==> src/design/hce_pkg.sv <==
// Shared types, constants and the step table of the height estimator.
// Used by the controller, the datapath, the multiply unit and the top level.
package hce_pkg;

  typedef logic signed [47:0] len_t;
  typedef logic signed [49:0] wide_t;

  localparam wide_t MAX48 = (50'sd1 <<< 47) - 50'sd1;
  localparam wide_t MIN48 = -(50'sd1 <<< 47);

  localparam logic [24:0] GAIN_LPF = 25'd6554;
  localparam logic [24:0] GAIN_FEEDBACK = 25'd1311;
  localparam logic [16:0] GAIN_RESET = 17'd62259;
  localparam logic [16:0] ONE_Q16 = 17'd65536;

  localparam logic [2:0] CFG_BARO_WEIGHT = 3'd0;
  localparam logic [2:0] CFG_ACC_DEADBAND = 3'd1;
  localparam logic [2:0] CFG_VEL_CLAMP = 3'd2;
  localparam logic [2:0] CFG_QUALITY_THRESHOLD = 3'd3;
  localparam logic [2:0] CFG_RANGE_MAX = 3'd4;

  typedef enum logic [1:0] {S16, S24, S25} shift_t;

  typedef enum logic [3:0] {
    A_RNG_DIFF, A_RNG, A_REL, A_FUS_DIFF, A_ACC_DIFF, A_HERR, A_T1, A_VEL, A_ACCZ, A_T3
  } asel_t;

  typedef enum logic [2:0] {B_LPF, B_QUAL, B_QINV, B_FB, B_W, B_DT} bsel_t;

  typedef enum logic [3:0] {
    OP_PREP, OP_RNG, OP_QUAL, OP_T1, OP_FUSE, OP_FLP, OP_RESET, OP_ASM,
    OP_ACCZ, OP_T2, OP_T3, OP_POSV, OP_HERR, OP_EW, OP_VFIN
  } alu_t;

  typedef struct packed {
    logic   is_mul;
    asel_t  a;
    bsel_t  b;
    shift_t s;
    alu_t   op;
  } uop_t;

  typedef struct packed {
    logic   load_in;
    logic   mul_lo;
    logic   mul_hi;
    logic   mul_fin;
    logic   alu_en;
    asel_t  a;
    bsel_t  b;
    shift_t s;
    alu_t   op;
    logic   load_out;
  } cmd_t;

  localparam logic [4:0] PROG_LAST = 5'd18;

  function automatic uop_t prog(input logic [4:0] idx);
    uop_t u;
    u = '{1'b0, A_T1, B_W, S16, OP_PREP};
    case (idx)
      5'd0:  u = '{1'b0, A_T1, B_W, S16, OP_PREP};
      5'd1:  u = '{1'b1, A_RNG_DIFF, B_LPF, S16, OP_RNG};
      5'd2:  u = '{1'b0, A_T1, B_W, S16, OP_QUAL};
      5'd3:  u = '{1'b1, A_RNG, B_QUAL, S16, OP_T1};
      5'd4:  u = '{1'b1, A_REL, B_QINV, S16, OP_FUSE};
      5'd5:  u = '{1'b1, A_FUS_DIFF, B_LPF, S16, OP_FLP};
      5'd6:  u = '{1'b0, A_T1, B_W, S16, OP_RESET};
      5'd7:  u = '{1'b1, A_ACC_DIFF, B_LPF, S16, OP_ASM};
      5'd8:  u = '{1'b1, A_HERR, B_FB, S16, OP_T1};
      5'd9:  u = '{1'b1, A_T1, B_W, S16, OP_T1};
      5'd10: u = '{1'b1, A_T1, B_W, S16, OP_T1};
      5'd11: u = '{1'b1, A_T1, B_DT, S24, OP_ACCZ};
      5'd12: u = '{1'b1, A_VEL, B_DT, S24, OP_T2};
      5'd13: u = '{1'b1, A_ACCZ, B_DT, S24, OP_T3};
      5'd14: u = '{1'b1, A_T3, B_DT, S25, OP_POSV};
      5'd15: u = '{1'b0, A_T1, B_W, S16, OP_HERR};
      5'd16: u = '{1'b1, A_HERR, B_W, S16, OP_T1};
      5'd17: u = '{1'b1, A_T1, B_DT, S24, OP_EW};
      5'd18: u = '{1'b1, A_T1, B_W, S16, OP_VFIN};
      default: u = '{1'b0, A_T1, B_W, S16, OP_PREP};
    endcase
    return u;
  endfunction

  function automatic wide_t ext50(input len_t x);
    return {{2{x[47]}}, x};
  endfunction

  function automatic len_t sat48(input wide_t v);
    len_t r;
    if (v > MAX48) r = MAX48[47:0];
    else if (v < MIN48) r = MIN48[47:0];
    else r = v[47:0];
    return r;
  endfunction

endpackage

==> src/design/hce_ctrl.sv <==
// Step sequencer of the height estimator: walks the step table and issues commands.
// Depends on hce_pkg.
module hce_ctrl import hce_pkg::*; (
  input  logic clk,
  input  logic rst,
  input  logic in_valid,
  output logic in_ready,
  output logic out_valid,
  input  logic out_ready,
  output cmd_t cmd
);

  typedef enum logic [1:0] {IDLE, RUN, FINISH} state_t;

  typedef enum logic [1:0] {PH_LO, PH_HI, PH_FIN, PH_ALU} phase_t;

  state_t     state;
  phase_t     phase;
  logic [4:0] idx;
  uop_t       u;
  uop_t       u_next;
  uop_t       u_first;

  assign u = prog(idx);
  assign u_next = prog(idx + 5'd1);
  assign u_first = prog(5'd0);
  assign in_ready = (state == IDLE);

  always_comb begin
    cmd.load_in = (state == IDLE) && in_valid;
    cmd.mul_lo = (state == RUN) && (phase == PH_LO);
    cmd.mul_hi = (state == RUN) && (phase == PH_HI);
    cmd.mul_fin = (state == RUN) && (phase == PH_FIN);
    cmd.alu_en = (state == RUN) && (phase == PH_ALU);
    cmd.a = u.a;
    cmd.b = u.b;
    cmd.s = u.s;
    cmd.op = u.op;
    cmd.load_out = (state == FINISH) && (!out_valid || out_ready);
  end

  always_ff @(posedge clk) begin
    if (rst) begin
      state <= IDLE;
      phase <= PH_ALU;
      idx <= '0;
      out_valid <= 1'b0;
    end else begin
      if (cmd.load_out) out_valid <= 1'b1;
      else if (out_ready) out_valid <= 1'b0;
      case (state)
        IDLE: begin
          if (in_valid) begin
            state <= RUN;
            idx <= '0;
            phase <= u_first.is_mul ? PH_LO : PH_ALU;
          end
        end
        RUN: begin
          case (phase)
            PH_LO: phase <= PH_HI;
            PH_HI: phase <= PH_FIN;
            PH_FIN: phase <= PH_ALU;
            default: begin
              if (idx == PROG_LAST) begin
                state <= FINISH;
              end else begin
                idx <= idx + 5'd1;
                phase <= u_next.is_mul ? PH_LO : PH_ALU;
              end
            end
          endcase
        end
        FINISH: begin
          if (!out_valid || out_ready) state <= IDLE;
        end
        default: state <= IDLE;
      endcase
    end
  end

endmodule

==> config.mk <==
export PLATFORM = sky130hd
export DESIGN_NAME = hce_ctrl
export DESIGN_NICKNAME = d
export VERILOG_FILES = /design/src/design/hce_pkg.sv /design/src/design/hce_ctrl.sv
export SDC_FILE = /design/constraint.sdc
export NUM_CORES = 1
export LEC_CHECK = 0
export ABC_AREA = 1
export BUFFER_PORTS_ARGS = -buffer_cell sky130_fd_sc_hd__buf_2
export CORE_ASPECT_RATIO = 0.7
export CORE_MARGIN = 5
export CORE_UTILIZATION = 45
export CTS_BUF_LIST = sky130_fd_sc_hd__clkbuf_16
export CTS_CLUSTER_DIAMETER = 150
export CTS_CLUSTER_SIZE = 30
export DETAILED_ROUTE_END_ITERATION = 8
export PLACE_DENSITY = 0.66
export SETUP_SLACK_MARGIN = 0.1
export SLEW_MARGIN = 20
export SYNTH_ARGS = -nofsm -noshare
export SYNTH_HDL_FRONTEND = slang
export SYNTH_SLANG_ARGS = --single-unit
==> constraint.sdc <==
create_clock -name clk -period 3.65 [get_ports clk]
set_input_delay 0.5475 -clock clk [delete_from_list [all_inputs] [get_ports clk]]
set_output_delay 0.5475 -clock clk [all_outputs]
set_load 0.005 [all_outputs]
==> summary.md <==
| Metric | Value |
|---|---|
| Clk sinks | 23 |
| Lkg Pwr | 0.000949 uW |
| Setup_tns | 0 ns |
| Initial antenna violation count | 0 |
| Worst hold stages | 4 |
| Crit path arrival time | 2.82 ns |
| Die Wd | 80.1 um |
| Syn-to-layout area delta | 15.0% |
| H-tree depth | 1 |
| IO Count | 25 |
| Multi-input logic area | 936 um2 |
| Drt pass-1 iters | 4 |
| Via count | 1389 |
| GPL Wtd Cong | 0.894 |
| Worst-case reg-to-reg path depth | 17 |
| Simple-gate share of the synthesized area | 40.5% |
| Worst Slack Setup Final | 0.984 ns |
| Cell Area, Synth | 1550 um2 |
| Synth top area share | 29.8% |
| Nets | 265 |
| Slew headroom | 67.1% |
| Synth Area in XOR/XNOR | 1.13% |
| CTS Buf Count | 3 |
| Max Root-Sink Buffers | 2 |
| Startpoint types | flop |
| # fillers | 319 |
| Largest family of logic cells by synthesized area | simple AND/OR/NAND/NOR gates |
| Core area | 3230 um2 |
| Post-synthesis area per instance | 7.03 um2 |
| Post-DR vias/cell | 4.76 |
| Worst r2r dst | u[10]$_DFF_P_ |
| Critical path peak fanout | 10 |
| CP max-delay cell | dfxtp_1 |
| Fmax | 375 MHz |
| Register area | 460 um2 |
| Slew @ Worst Pin | 0.492 ns |
| Hold Buf Count CTS | 0 |
| Reg2reg setup slack | 0.98 ns |
| Top post-synthesis cells by area | dfxtp_1, nand2_1, ha_1 |
| Layout cell share with drive strength beyond 1 | 19.2% |
| Hold Path End | out_valid$_SDFFE_PP0P_ |
| WP data required | 3.80 ns |
| Die Footprint | 4730 um2 |
| Endpoint class of the critical path | flop |
| Synthesis-stage register bit count | 23 |
| Met3 GRT Util | 3.95% |
| Complex-gate fraction of the synthesized area | 6.80% |
| Final HPWL DP | 2440 um |
| Commonest non-fill, non-tap cells in the layout | nand2_1, inv_1, nand3_1 |
| CTS tree | yes |
| Starting Density | 47.8% |
| GRT Total Usage | 15.5% |
| Met2 usage | 19.3% |
| First-iteration detailed-routing DRC count | 159 |
| Crit-path max cell delay | 0.40 ns |
| Final WL | 3230 um |
| Syn_nets | 239 |
| Post-synth top area cell | dfxtp_1 |
| Number of setup buffers added after CTS | 0 |
| Vias in the first global route | 1220 |
| Top Usage Layer GRT | met1 |
| HP Start | out_valid$_SDFFE_PP0P_ |
| Critical R2R Launch | idx[0]$_SDFFE_PP0N_ |
| PwrDens | 468 nW/um2 |
| Total of max-cap violations | 0 |
| Die height | 59.0 um |
| Root buffer cell | clkbuf_16 |
| Largest net degree at the start of global routing | 16 |
| Fin crit share | 73.0% |
| Post-CTS resize count | 0 |
| Run status | finished clean |
| CP cell instances | inv_1, ha_1, nand2_1, inv_1, nand3_4, nand3_4, nand2_1, o21ai_1, nor2_2, inv_1, ha_1, inv_1, nand3_1, nand3_1, nand2_1, nand2_1, nand2_1 |
| Max VDD drop | 251 uV |
| Hold Vio Cnt, Final | 0 |
| Cells after Synth | 220 |
| Global-route wire length before repair | 5770 um |
| DRC errors left | 0 |
| Mux cell area share after synthesis | 0% |
| Clock period minus final worst setup slack | 2.67 ns |
| Avg WL per Cell | 11.1 um |
| # setup viols final | 0 |
| Post-route ant nets | 0 |
| Setup CP Type | flop to flop |
| Worst skew pair latency | 0.25 ns |
| Most common cell after layout, fill and taps aside | nand2_1 |
| Number of I/O port buffers | 24 |
| Clk slew on worst S/H paths | 0.06 ns |
| Overflow after GRT | 0 |
| Sequential area share after synthesis | 29.8% |
| Rows | 17 |
| Cell variety after synth | 26 |
| # diodes | 0 |
| Synth Area in Adders | 12.1% |
| Crit path top cell by count | nand2_1 |
| Yosys warns | 0 |
| Pre-CTS setup slack | 1.00 ns |
| Min-delay worst type | flop to flop |
| Final max-slew violation count | 0 |
| Final core occ | 55.0% |
| Worst Skew | 0.00449 ns |
| Unrepaired setup endpoints after global routing | false |
| GR Util met1 | 24.8% |
-- stage by stage --
stage | area (um2) | cells | power, uW | hold slack [ns]
floorplan | 1550 | 220 | 529 | 0.526
global placement | 1700 | 288 | 607 | 0.552
detailed placement | 1700 | 288 | 604 | 0.555
CTS | 1780 | 292 | 842 | 0.556
global route | 1780 | 292 | 905 | 0.578
finish | 1780 | 292 | 832 | 0.555
-- synth_stat cells --
master,count
a21o_1,1
a21oi_1,6
a21oi_4,1
buf_6,2
clkbuf_1,1
dfxtp_1,23
ha_1,15
inv_1,29
inv_2,4
nand2_1,60
nand2_2,1
nand2_4,1
nand3_1,28
nand3_4,3
nand3b_1,1
nand4_1,5
nor2_1,21
nor2_2,3
nor2_4,3
nor3_2,2
o211ai_2,1
o21ai_0,4
o21ai_1,1
o22ai_1,1
o31ai_1,1
xor2_1,2
-- per-layer routing --
layer	vias up	wire (um)	part of all wire (%)
met5	-	0	0
met1	594	1790	55
li1	747	-	-
met2	44	1170	36
met3	4	226	7.0
met4	0	46	1.4
-- layout make-up --
class,instances,area share [%]
clock inverter,1,0.281
timing repair buffer,24,6.75
multi-input combinational,161,52.6
sequential,23,25.9
clock buffer,3,4.22
inverter,33,6.96
tap,47,3.31
-- state kept, by name, summed over array words and instances (netlist names) --
| signal | count |
|---|---|
| out_valid | 1 |
| state | 2 |
| idx | 5 |
| phase | 2 |
| u | 13 |
-- cells by family after synthesis --
logic type	Yosys count
and+or+nand+nor	128
buffers and inverters	36
DFF	23
AOI/OAI and AO/OA	16
adders and majority gates	15
xor gates and xnor gates	2
-- power breakdown --
part | leakage (uW) | switching [uW] | internal [uW]
sequential | 0.000189 | 22.9 | 294
clock | 0.0000409 | 83.5 | 147
combinational | 0.000718 | 184 | 101
-- critical path: cells and delay by family (launching register included) --
kind,cells,cell delay [ns]
and+or+nand+nor,10,1.12
DFF,1,0.40
adders and majority gates,2,0.54
AOI/OAI and AO/OA,1,0.09
buffers and inverters,4,0.42
-- how the worst max path moves through the flow --
| stage | from | endpoint | depth (start not counted) |
|---|---|---|---|
| 6_report | idx[0]$_SDFFE_PP0N_ | u[10]$_DFF_P_ | 17 |
| 5_1_grt | idx[0]$_SDFFE_PP0N_ | u[10]$_DFF_P_ | 17 |
| 4_1_cts | idx[0]$_SDFFE_PP0N_ | u[10]$_DFF_P_ | 17 |
| 3_5_place_dp | in_valid | u[10]$_DFF_P_ | 15 |
| 3_3_place_gp | in_valid | u[10]$_DFF_P_ | 15 |
| 2_1_floorplan | idx[0]$_SDFFE_PP0N_ | u[10]$_DFF_P_ | 17 |
Power figures use the tool's default switching activity.
